$ cat src/rtl/rkq_pkg.sv
// shared types, constants and lookup functions for the romaji kana key queue
// no dependencies
`default_nettype none

package rkq_pkg;

  localparam int QUEUE_DEPTH = 16;
  localparam int PTR_W = (QUEUE_DEPTH > 1) ? $clog2(QUEUE_DEPTH) : 1;

  typedef logic [PTR_W-1:0] ptr_t;
  typedef logic [7:0] code_t;

  typedef enum logic {
    ACT_PUSH = 1'b0,
    ACT_POP  = 1'b1
  } action_t;

  localparam logic [2:0] VCOL_A    = 3'd0;
  localparam logic [2:0] VCOL_I    = 3'd1;
  localparam logic [2:0] VCOL_U    = 3'd2;
  localparam logic [2:0] VCOL_E    = 3'd3;
  localparam logic [2:0] VCOL_O    = 3'd4;
  localparam logic [2:0] VCOL_NONE = 3'd5;

  localparam code_t CH_A = 8'h41;
  localparam code_t CH_B = 8'h42;
  localparam code_t CH_D = 8'h44;
  localparam code_t CH_E = 8'h45;
  localparam code_t CH_F = 8'h46;
  localparam code_t CH_G = 8'h47;
  localparam code_t CH_H = 8'h48;
  localparam code_t CH_I = 8'h49;
  localparam code_t CH_J = 8'h4A;
  localparam code_t CH_K = 8'h4B;
  localparam code_t CH_M = 8'h4D;
  localparam code_t CH_N = 8'h4E;
  localparam code_t CH_O = 8'h4F;
  localparam code_t CH_P = 8'h50;
  localparam code_t CH_R = 8'h52;
  localparam code_t CH_S = 8'h53;
  localparam code_t CH_T = 8'h54;
  localparam code_t CH_U = 8'h55;
  localparam code_t CH_W = 8'h57;
  localparam code_t CH_Y = 8'h59;
  localparam code_t CH_Z = 8'h5A;

  localparam code_t KANA_VOWEL = 8'd96;
  localparam code_t KANA_YA    = 8'd131;
  localparam code_t KANA_YU    = 8'd132;
  localparam code_t KANA_YO    = 8'd133;
  localparam code_t KANA_WA    = 8'd139;
  localparam code_t KANA_NN    = 8'd140;
  localparam code_t KANA_WO    = 8'd141;

  typedef struct packed {
    code_t code;
    code_t pending;
  } xlate_t;

  typedef struct packed {
    logic step;
    logic push;
    logic pop;
  } fifo_ctrl_t;

  function automatic logic [2:0] vowel_col(input code_t c);
    logic [2:0] col;
    case (c)
      CH_A:    col = VCOL_A;
      CH_I:    col = VCOL_I;
      CH_U:    col = VCOL_U;
      CH_E:    col = VCOL_E;
      CH_O:    col = VCOL_O;
      default: col = VCOL_NONE;
    endcase
    return col;
  endfunction

  function automatic logic is_consonant(input code_t c);
    logic hit;
    case (c)
      CH_K, CH_S, CH_T, CH_N, CH_H, CH_M, CH_Y, CH_R,
      CH_W, CH_G, CH_Z, CH_D, CH_B, CH_P, CH_J, CH_F: hit = 1'b1;
      default: hit = 1'b0;
    endcase
    return hit;
  endfunction

  // consonant plus vowel column, zero for gaps
  function automatic code_t row_code(input code_t c, input logic [2:0] v);
    code_t base;
    code_t res;
    base = '0;
    res  = '0;
    case (c)
      CH_K:    base = 8'd101;
      CH_S:    base = 8'd106;
      CH_T:    base = 8'd111;
      CH_N:    base = 8'd116;
      CH_H:    base = 8'd121;
      CH_M:    base = 8'd126;
      CH_R:    base = 8'd134;
      CH_G:    base = 8'd151;
      CH_Z:    base = 8'd156;
      CH_D:    base = 8'd161;
      CH_B:    base = 8'd166;
      CH_P:    base = 8'd171;
      default: base = '0;
    endcase
    if (c == CH_Y) begin
      case (v)
        VCOL_A:  res = KANA_YA;
        VCOL_U:  res = KANA_YU;
        VCOL_O:  res = KANA_YO;
        default: res = '0;
      endcase
    end else if (c == CH_W) begin
      case (v)
        VCOL_A:  res = KANA_WA;
        VCOL_O:  res = KANA_WO;
        default: res = '0;
      endcase
    end else if (base != '0) begin
      res = base + {5'd0, v};
    end
    return res;
  endfunction

  function automatic ptr_t next_ptr(input ptr_t p);
    ptr_t n;
    if (p == PTR_W'(QUEUE_DEPTH - 1)) begin
      n = '0;
    end else begin
      n = p + 1'b1;
    end
    return n;
  endfunction

endpackage

`default_nettype wire

$ cat src/rtl/romaji_kana_key_queue.sv
// the input register takes each transfer; translation and one fifo access then load
// the result register on a step, and the output transfer reads the result register
// throughput: one item per cycle while out_ready stays high
// rate is set by the single pass from the input register through translation
// and one fifo access into the result register
// reset: kana mode off, nothing pending, fifo empty, toggle_key 0
`default_nettype none

module romaji_kana_key_queue (
  input  wire                clk,
  input  wire                rst,
  input  wire                cfg_valid,
  output logic               cfg_ready,
  input  wire [7:0]          cfg_data,
  input  wire                in_valid,
  output logic               in_ready,
  input  wire                action,
  input  wire [7:0]          key_code,
  output logic               out_valid,
  input  wire                out_ready,
  output logic               key_valid,
  output logic [7:0]         key_out,
  output logic               kana_on
);
  import rkq_pkg::*;

  code_t      toggle_key;
  logic       kana_mode;
  logic       kana_mode_next;
  code_t      pending_consonant;
  code_t      pending_consonant_next;
  logic       s1_valid;
  logic       s1_action;
  code_t      s1_code;
  logic       step;
  logic       is_push;
  logic       is_toggle;
  logic       push_req;
  logic       pop_req;
  code_t      push_code;
  xlate_t     xl;
  fifo_ctrl_t fctrl;
  logic       fifo_empty;
  logic       fifo_full;

  assign cfg_ready = 1'b1;
  assign step      = s1_valid && (!out_valid || out_ready);
  assign in_ready  = !s1_valid || step;

  always_ff @(posedge clk) begin
    if (rst) begin
      toggle_key <= '0;
    end else if (cfg_valid && cfg_ready) begin
      toggle_key <= cfg_data;
    end
  end

  // input register
  always_ff @(posedge clk) begin
    if (rst) begin
      s1_valid <= 1'b0;
    end else if (in_ready) begin
      s1_valid <= in_valid;
    end
  end

  always_ff @(posedge clk) begin
    if (in_valid && in_ready) begin
      s1_action <= action;
      s1_code   <= key_code;
    end
  end

  rkq_xlate u_xlate (
    .code    (s1_code),
    .pending (pending_consonant),
    .result  (xl)
  );

  always_comb begin
    is_push                = (s1_action == ACT_PUSH);
    is_toggle              = is_push && (s1_code == toggle_key);
    kana_mode_next         = kana_mode;
    pending_consonant_next = pending_consonant;
    push_code              = kana_mode ? xl.code : s1_code;
    push_req               = 1'b0;
    if (is_toggle) begin
      kana_mode_next         = !kana_mode;
      pending_consonant_next = '0;
    end else if (is_push) begin
      push_req = !kana_mode || (xl.code != '0);
      if (kana_mode) begin
        pending_consonant_next = xl.pending;
      end
    end
    pop_req     = !is_push && !fifo_empty;
    fctrl.step  = step;
    fctrl.push  = step && push_req;
    fctrl.pop   = step && pop_req;
  end

  always_ff @(posedge clk) begin
    if (rst) begin
      kana_mode         <= 1'b0;
      pending_consonant <= '0;
    end else if (step) begin
      kana_mode         <= kana_mode_next;
      pending_consonant <= pending_consonant_next;
    end
  end

  rkq_fifo u_fifo (
    .clk     (clk),
    .rst     (rst),
    .ctrl    (fctrl),
    .wr_data (push_code),
    .rd_data (key_out),
    .empty   (fifo_empty),
    .full    (fifo_full)
  );

  // result register
  always_ff @(posedge clk) begin
    if (rst) begin
      out_valid <= 1'b0;
    end else if (step) begin
      out_valid <= 1'b1;
    end else if (out_ready) begin
      out_valid <= 1'b0;
    end
  end

  always_ff @(posedge clk) begin
    if (step) begin
      key_valid <= pop_req;
      kana_on   <= kana_mode_next;
    end
  end

`ifndef SYNTHESIS
  a_fifo_sane: assert property (@(posedge clk) disable iff (rst)
    !(fifo_full && fifo_empty))
    else $error("fifo reports full and empty together");

  a_step_loads: assert property (@(posedge clk) disable iff (rst)
    step |=> out_valid)
    else $error("result register not loaded after transfer");

  a_no_key_zero: assert property (@(posedge clk) disable iff (rst)
    (out_valid && !key_valid) |-> (key_out == '0))
    else $error("key_out nonzero without a popped key");

  a_pending_kana: assert property (@(posedge clk) disable iff (rst)
    (pending_consonant != '0) |-> kana_mode)
    else $error("pending consonant held outside kana mode");
`endif

endmodule

`default_nettype wire

$ cat src/rtl/rkq_xlate.sv
// romaji to kana translation of one key against the pending consonant
// depends on rkq_pkg
`default_nettype none

module rkq_xlate (
  input  wire rkq_pkg::code_t  code,
  input  wire rkq_pkg::code_t  pending,
  output rkq_pkg::xlate_t      result
);
  import rkq_pkg::*;

  logic [2:0] v;
  code_t      c;

  always_comb begin
    v = vowel_col(code);
    c = pending;
    if (pending == CH_J) begin
      c = CH_Z;
    end else if (pending == CH_F) begin
      c = CH_H;
    end
    result.code    = code;
    result.pending = '0;
    if (pending != '0 && c == CH_N && code == CH_N) begin
      result.code = KANA_NN;
    end else if (pending != '0 && v != VCOL_NONE) begin
      result.code = row_code(c, v);
    end else if (v != VCOL_NONE) begin
      result.code = KANA_VOWEL + {5'd0, v};
    end else if (is_consonant(code)) begin
      result.code    = '0;
      result.pending = code;
    end
  end

endmodule

`default_nettype wire

$ cat src/rtl/rkq_fifo.sv
// ring buffer of key codes that keeps one slot empty, registered read data
// depends on rkq_pkg
`default_nettype none

module rkq_fifo (
  input  wire                     clk,
  input  wire                     rst,
  input  wire rkq_pkg::fifo_ctrl_t ctrl,
  input  wire rkq_pkg::code_t     wr_data,
  output rkq_pkg::code_t          rd_data,
  output logic                    empty,
  output logic                    full
);
  import rkq_pkg::*;

  code_t store [QUEUE_DEPTH];
  ptr_t  rd_ptr;
  ptr_t  wr_ptr;
  logic  push_ok;
  logic  pop_ok;

  assign empty   = (rd_ptr == wr_ptr);
  assign full    = (next_ptr(wr_ptr) == rd_ptr);
  assign push_ok = ctrl.push && !full;
  assign pop_ok  = ctrl.pop && !empty;

  always_ff @(posedge clk) begin
    if (rst) begin
      rd_ptr <= '0;
      wr_ptr <= '0;
    end else begin
      if (push_ok) begin
        wr_ptr <= next_ptr(wr_ptr);
      end
      if (pop_ok) begin
        rd_ptr <= next_ptr(rd_ptr);
      end
    end
  end

  always_ff @(posedge clk) begin
    if (push_ok) begin
      store[wr_ptr] <= wr_data;
    end
  end

  always_ff @(posedge clk) begin
    if (ctrl.step) begin
      rd_data <= pop_ok ? store[rd_ptr] : '0;
    end
  end

endmodule

`default_nettype wire

$ cat config.mk
export PLATFORM = sky130hd
export DESIGN_NAME = romaji_kana_key_queue
export DESIGN_NICKNAME = d
export VERILOG_FILES = /design/src/rtl/rkq_pkg.sv /design/src/rtl/romaji_kana_key_queue.sv /design/src/rtl/rkq_xlate.sv /design/src/rtl/rkq_fifo.sv
export SDC_FILE = /design/constraint.sdc
export NUM_CORES = 1
export LEC_CHECK = 0
export ABC_CLOCK_PERIOD_IN_PS = 7500
export BUFFER_PORTS_ARGS = -buffer_cell sky130_fd_sc_hd__buf_2
export CAP_MARGIN = 10
export CORE_MARGIN = 3
export CORE_UTILIZATION = 35
export DETAILED_ROUTE_END_ITERATION = 8
export GPL_ROUTABILITY_DRIVEN = 0
export PLACE_DENSITY = 0.47
export SETUP_SLACK_MARGIN = 0.5
export SLEW_MARGIN = 40
export SYNTH_ARGS = -nofsm -noshare
export SYNTH_HDL_FRONTEND = slang
export SYNTH_SLANG_ARGS = --single-unit
$ cat constraint.sdc
create_clock -name clk -period 7.5 [get_ports clk]
set_input_delay 1.125 -clock clk [delete_from_list [all_inputs] [get_ports clk]]
set_output_delay 1.125 -clock clk [all_outputs]
set_load 0.1 [all_outputs]
; ---- After elaboration in Yosys (flattened, before gate mapping)
; Memories as Yosys holds them, arrays and structs flattened. A register that Yosys moved wholly into a read port is not among the register bits.
; Cells that the tools add are included.
[op_classes]
add_sub_neg = 4
eq_ne = 46
n_mux = 35
n_bitwise = 1
n_reduce_logical = 28
[op_table]
columns = cell, n
row1 = == test 8 x 7 -> 1 bit (second input constant), 37
row2 = two-way mux 8 bit, 17
row3 = one-hot mux 8 bit (12 select lines), 1
row4 = one-hot mux 8 bit (3 select lines), 1
row5 = nonzero test 8 bit, 3
row6 = two-way mux 16 bit, 1
row7 = one-hot mux 8 bit (2 select lines), 1
row8 = OR reduction 16 bit, 1
row9 = one-hot mux 3 bit (5 select lines), 1
row10 = logical AND 1 bit, 11
row11 = two-way mux 1 bit, 11
row12 = adder 4 x 1 -> 4 bit (second input constant), 2
row13 = adder 7 x 3 -> 8 bit (first input constant), 1
row14 = adder 8 x 3 -> 8 bit, 1
row15 = == test 4 bit, 2
row16 = == test 4 bit (second input constant), 2
row17 = == test 8 bit, 1
row18 = two-way mux 4 bit, 2
row19 = zero test 1 bit, 6
row20 = nonzero test 2 bit, 2
row21 = == test 3 x 2 -> 1 bit (second input constant), 1
row22 = == test 3 bit (second input constant), 1
row23 = zero test 3 bit, 1
row24 = logical OR 1 bit, 3
row25 = 4 further kinds, 4
[word_totals]
reg_bits = 38
ramBits = 128
in_bits = 22
elab_cells = 126
mem_count = 1
[memory_table]
columns = name, words, width, rd, rd_ports_with_merged_regs, write_ports, line
row1 = u_fifo.store, 16, 8, 1, 1, 1, rkq_fifo.sv:16  ; code_t store [QUEUE_DEPTH];

; ---- Longest topological paths before layout
[logic_depth]
depth_word = 21
mapped_depth = 19
mapped_depth_nobuf = 16

; ---- Hierarchy
; Synthesis repeated with hierarchy kept, for this count alone.
[unflattened]
cells_unflattened = 608
hier_area_um2 = 8548.2
[by_module_without_submodules]
columns = mod, n_inst, cells_each, area_each_um2, seq_area_each_um2
row1 = rkq_fifo, 1, 298, 5953.2, 4244.1
row2 = romaji_kana_key_queue, 1, 107, 1320.0, 710.7
row3 = rkq_xlate, 1, 203, 1275.0, 0.0

; ---- Least setup slack after synthesis
; OpenSTA, ideal clock, no wires.
[synth_path]
kind = reg-to-reg
from = reg s1_code[5]
to = mem u_fifo.store[7][0] in the netlist's numbering (enable)
setup_ps = 278
arrival_ps = 3418
required_ps = 7222
slack_ps = 3804
stages_incl_launch_ff = 13
path_cell_list = edfxtp_1 -> nor3b_2 -> and2_1 -> buf_6 -> or2b_1 -> ha_1 -> fa_1 -> a221o_1 -> a211oi_2 -> nand4_2 -> o31a_4 -> buf_6 -> and3_1
[synth_via]
elab_chain_cells = 18
elab_cells_between_ends = 54
classes_between = add/sub (2) / eq/ne (25) / mux (18) / reduce/logical (9)
[synth_lines]
columns = element, line
row1 = from (decl), romaji_kana_key_queue.sv:34  ; code_t s1_code;
row2 = from (signal assigned), romaji_kana_key_queue.sv:70  ; s1_code <= key_code;
row3 = "parallel branches: the longest is 13 deep, another holds adder 8 x 3 -> 8 bit", --
row4 = two-way mux 1 bit (*), romaji_kana_key_queue.sv:87  ; if (is_toggle) begin
row5 = logical AND 1 bit (*), romaji_kana_key_queue.sv:98  ; fctrl.push = step && push_req;
row6 = logical AND 1 bit (*), rkq_fifo.sv:24  ; assign push_ok = ctrl.push && !full;
row7 = two-way mux 1 bit (*), rkq_fifo.sv:42  ; if (push_ok) begin
row8 = two-way mux 1 bit (implied by the code) (*), rkq_fifo.sv:43  ; store[wr_ptr] <= wr_data;
row9 = to (decl), rkq_fifo.sv:16
; Mark *: on every way between the ends. The select of a mux whose other input is x is not followed.

; ---- Worst setup path after layout
[layout_path]
from = reg pending_consonant[3]
to = mem u_fifo.store[14][5] in the netlist's numbering (enable)
[layout_via]
elab_chain_cells = 21
elab_cells_between_ends = 40
classes_between = add/sub (1) / eq/ne (16) / mux (14) / reduce/logical (9)
[layout_lines]
columns = element, line
row1 = from (decl), romaji_kana_key_queue.sv:30  ; code_t pending_consonant;
row2 = from (signal assigned), romaji_kana_key_queue.sv:108  ; pending_consonant <= pending_consonant_next;
row3 = == test 8 x 7 -> 1 bit, rkq_xlate.sv:20  ; end else if (pending == CH_F) begin
row4 = two-way mux 8 bit, rkq_xlate.sv:20
row5 = two-way mux 8 bit, rkq_xlate.sv:18  ; if (pending == CH_J) begin
row6 = "== test 8 x 7 -> 1 bit, on equally long branches", "rkq_pkg.sv:95, rkq_xlate.sv:25"
row7 = one-hot mux 8 bit (12 select lines), rkq_pkg.sv:95  ; case (c)
row8 = two-way mux 8 bit, rkq_xlate.sv:27  ; end else if (pending != '0 && v != VCOL_NONE) begin
row9 = two-way mux 8 bit, rkq_xlate.sv:25  ; if (pending != '0 && c == CH_N && code == CH_N) begin
row10 = adder 8 x 3 -> 8 bit or nonzero test 8 bit (tied branches), "rkq_pkg.sv:124, rkq_pkg.sv:123"
row11 = [... 5 more ...], --
row12 = nonzero test 8 bit (*), romaji_kana_key_queue.sv:91  ; push_req = !kana_mode || (xl.code != '0);
row13 = logical OR 1 bit (*), romaji_kana_key_queue.sv:91
row14 = two-way mux 1 bit (*), romaji_kana_key_queue.sv:90  ; end else if (is_push) begin
row15 = two-way mux 1 bit (*), romaji_kana_key_queue.sv:87
row16 = logical AND 1 bit (*), romaji_kana_key_queue.sv:98
row17 = logical AND 1 bit (*), rkq_fifo.sv:24
row18 = two-way mux 1 bit (*), rkq_fifo.sv:42
row19 = two-way mux 1 bit (implied by the code) (*), rkq_fifo.sv:43
; Mark *: on every way between the ends. The rest lies on a longest branch, timed or not. The select of a mux whose other input is x is not followed.

==> impl_metrics.env <==
export IMPL_p_per_area_mw_per_mm2=223
export IMPL_drt_initial_drc_count=386
export IMPL_dr_pass1_iters=5
export IMPL_start_util_pct=35.8
export IMPL_fp_dieH_um=161
export IMPL_placed_area_mm2=0.00881
export IMPL_vias_per_cell=5.48
export IMPL_regArea_mm2=0.00496
export IMPL_cp_end_kind="flip-flop"
export IMPL_dp_hpwl_um=14200
export IMPL_synth_area_mm2=0.00842
export IMPL_hold_slack_ns=0.537
export IMPL_wl_um=21400
export IMPL_yosys_register_bits=174
export IMPL_die_width_um=161
export IMPL_max_freq_mhz=227
export IMPL_cp_common_cell="a21oi_1"
export IMPL_tightestPinTransition_ns=0.817
export IMPL_irDropWorstVdd_mv=0.118
export IMPL_ys_flop_type="edfxtp_1"
export IMPL_outcome="completed"
export IMPL_drc=0
export IMPL_synthToLayoutAreaGrowth_pct=12.1
export IMPL_ys_seq_area_share_pct=58.8
export IMPL_final_cell_area_mm2=0.00944
export IMPL_worst_setup_path_type="reg2reg"
export IMPL_switchingPower_uw=523
export IMPL_cp_cell_sequence="nor2b_1 -> a21oi_1 -> o21ai_0 -> a21oi_1 -> nor2_1 -> ha_1 -> fa_1 -> a221o_1 -> a211oi_2 -> nand4_2 -> o31a_4 -> and4_1"
export IMPL_comb_power_share_pct=5.7
export IMPL_slew_limit_headroom_pct=45.5
export IMPL_layout_drive_gt1_share_pct=22.4
export IMPL_root_buffer="clkbuf_16"
export IMPL_fin_ws_ns=3.09
export IMPL_synthesis_nets=632
export IMPL_avgSynthCellArea_um2=14.0
export IMPL_clock_sinks=174
export IMPL_r2r_cells=12
export IMPL_min_path_type="reg2reg"
export IMPL_period_needed_ns=4.41
export IMPL_p_int_uw=1580
export IMPL_grt_busiest_layer="met2"
export IMPL_crit_required_ns=7.65
export IMPL_hold_violations=0
export IMPL_maxCapViolations=0
export IMPL_grt_pass1_wl_um=33000
export IMPL_p_leak_uw=0.00315
export IMPL_die_area_mm2=0.0260
export IMPL_antennaDiodeCount=0
export IMPL_mostFrequentLayoutCells="edfxtp_1, nor2_1, mux4_2"
export IMPL_slowest_stage="dfxtp_1"
export IMPL_cts_made_buffers=17
export IMPL_core_area_mm2=0.0235
export IMPL_syn_inst=600
export IMPL_grt_max_degree=40
export IMPL_numPortBuffers=33
export IMPL_vias=5179
export IMPL_gr_usage_all_layers_pct=17.0
export IMPL_cp_startpoint="pending_consonant[3]"
export IMPL_clkLatencyLatePin_ns=0.44
export IMPL_met2_usage_pct=27.5
export IMPL_grt_ovfl_total=0
export IMPL_cp_endpoint="u_fifo.store[14][5]"
export IMPL_cts_tree="built"
export IMPL_layout_commonest_cell="edfxtp_1"
export IMPL_tns_ns=0
export IMPL_yosysWarnings=0
export IMPL_io_pins=35
export IMPL_yosysUniqueCellTypes=81
export IMPL_ant_nets=0
export IMPL_h_tree_depth=4
export IMPL_fin_skew_ns=0.0116
export IMPL_use_met1_pct=24.0
export IMPL_r2r_end="u_fifo.store[14][5]"
export IMPL_grt_use_met3_pct=3.31
export IMPL_cts_setup_buffers=0
export IMPL_pwr_share_seq_pct=51.2
export IMPL_r2r_start="pending_consonant[3]"
export IMPL_fin_nets=645
export IMPL_ff2ff_setup_slack_ns=3.09
export IMPL_wl_per_cell_um=22.6
export IMPL_cts_resized_gates=0
export IMPL_cp_start_kind="flip-flop"
export IMPL_pwr_share_clk_pct=43.1
export IMPL_cts_clk_slew_worst_paths_ns=0.07
export IMPL_postCtsHoldBufs=0
export IMPL_clk_path_buf_depth=2
export IMPL_finalMaxSlewViolations=0
export IMPL_grt_pass1_vias=5144
export IMPL_rows=56
export IMPL_antenna_found_initial=0
export IMPL_finalCritPeriodShare_pct=58.8
export IMPL_max_stage_delay_ns=0.84
export IMPL_synth_edff_count=147
export IMPL_synthArstFlopShare_pct=0
export IMPL_rsz0062_at_grt="no"
export IMPL_crit_fanout=21
export IMPL_finalSetupViolCount=0
export IMPL_p_sw_share_pct=24.9
export IMPL_multi_input_area_mm2=0.00321
export IMPL_fillerInstances=2242
export IMPL_pre_cts_slack_ns=3.15
export IMPL_arrival_ns=4.56
==> worst min-delay path by stage <==
stage | end | start | slack (ns) | cells after the start
detailed placement | toggle_key[7] | toggle_key[7] | 0.52 | 2
floorplan | toggle_key[0] | toggle_key[0] | 0.48 | 2
global route | out_valid | s1_valid | 0.54 | 2
finish | toggle_key[7] | toggle_key[7] | 0.54 | 2
global placement | out_valid | s1_valid | 0.50 | 2
CTS | out_valid | s1_valid | 0.53 | 2
==> sequential cells by signal (all words and copies together), names as in the netlist <==
| name | flops |
|---|---|
| u_fifo.rd_ptr | 4 |
| kana_on | 1 |
| s1_code | 8 |
| out_valid | 1 |
| s1_valid | 1 |
| toggle_key | 8 |
| u_fifo.rd_data | 8 |
| u_fifo.store | 128 |
| pending_consonant | 8 |
| kana_mode | 1 |
| s1_action | 1 |
| u_fifo.wr_ptr | 4 |
| key_valid | 1 |
==> synth_stat cells (4+ instances only) <==
cell,n,area [µm²]
o21ai_0,15,75.1
ha_1,9,113
and2_1,7,43.8
nor3b_1,5,37.5
xor2_1,8,70.1
nand4_1,6,37.5
buf_6,7,78.8
buf_2,12,60.1
nor2_1,41,154
nand3_1,10,50.1
clkbuf_1,22,82.6
and4_1,5,43.8
a31oi_1,7,43.8
inv_1,12,45.0
or4_1,4,30.0
edfxtp_1,147,4410
a21oi_1,28,140
nor3_1,6,30.0
mux2i_1,9,90.1
nand2_1,22,82.6
o211ai_1,5,37.5
mux4_2,40,901
xnor2_1,17,149
a211oi_1,8,60.1
and3_1,28,175
nor2b_1,12,75.1
dfxtp_1,27,541
a22oi_1,7,52.6
==> routing by layer <==
metal  share of wire (%)  vias up
met5                   0        -
met4                 1.5        0
met3                 4.5       21
met2                  49      159
met1                  45     2622
li1                    -     2377
==> metrics by stage <==
stage | instances | total power [µW] | util (%)
final | 945 | 2100 | 40.1
after global routing | 945 | 2180 | 40.1
after CTS | 945 | 2120 | 40.1
after detailed placement | 913 | 1220 | 37.4
after global placement | 913 | 1220 | 37.4
after floorplan | 600 | 1180 | -
==> critical path: cells and delay by family, from the launching register on <==
| kind | cells | cell delay, ns |
|---|---|---|
| adders and majority gates | 2 | 0.64 |
| DFF | 1 | 0.84 |
| and+or+nand+nor | 4 | 1.17 |
| AOI/OAI and AO/OA | 6 | 1.46 |
==> cells by family (layout without fill, tap and decap cells) <==
| kind of cell | count (synthesis) | after routing | share of synthesized area [%] |
|---|---|---|---|
| xor+xnor | 25 | 25 | 2.60 |
| fa+ha+maj | 10 | 10 | 1.58 |
| flops | 174 | 174 | 58.8 |
| mux | 52 | 52 | 12.2 |
| buf+inv | 57 | 83 | 3.39 |
| other cells | 1 | 1 | 0.0445 |
| compound gates | 101 | 101 | 8.50 |
| simple gates | 180 | 180 | 12.9 |
==> power by group through the flow <==
| stage | Clock (µW) | Sequential, µW | Combinational (µW) |
|---|---|---|---|
| 2_1_floorplan | 0 | 1110 | 72.0 |
| 3_3_place_gp | 0 | 1100 | 123 |
| 3_5_place_dp | 0 | 1100 | 123 |
| 4_1_cts | 923 | 1080 | 122 |
| 5_1_grt | 967 | 1080 | 131 |
| 6_report | 907 | 1080 | 120 |
==> layout make-up <==
cell class	count	share of cell area, %
inverter	12	0.477
clock buffer	17	4.51
multi-input combinational	369	34.0
clock inverter	15	2.07
timing repair buffer	39	2.23
sequential	174	52.5
tap	319	4.23
Note: power is estimated with default switching activity, not from simulation.
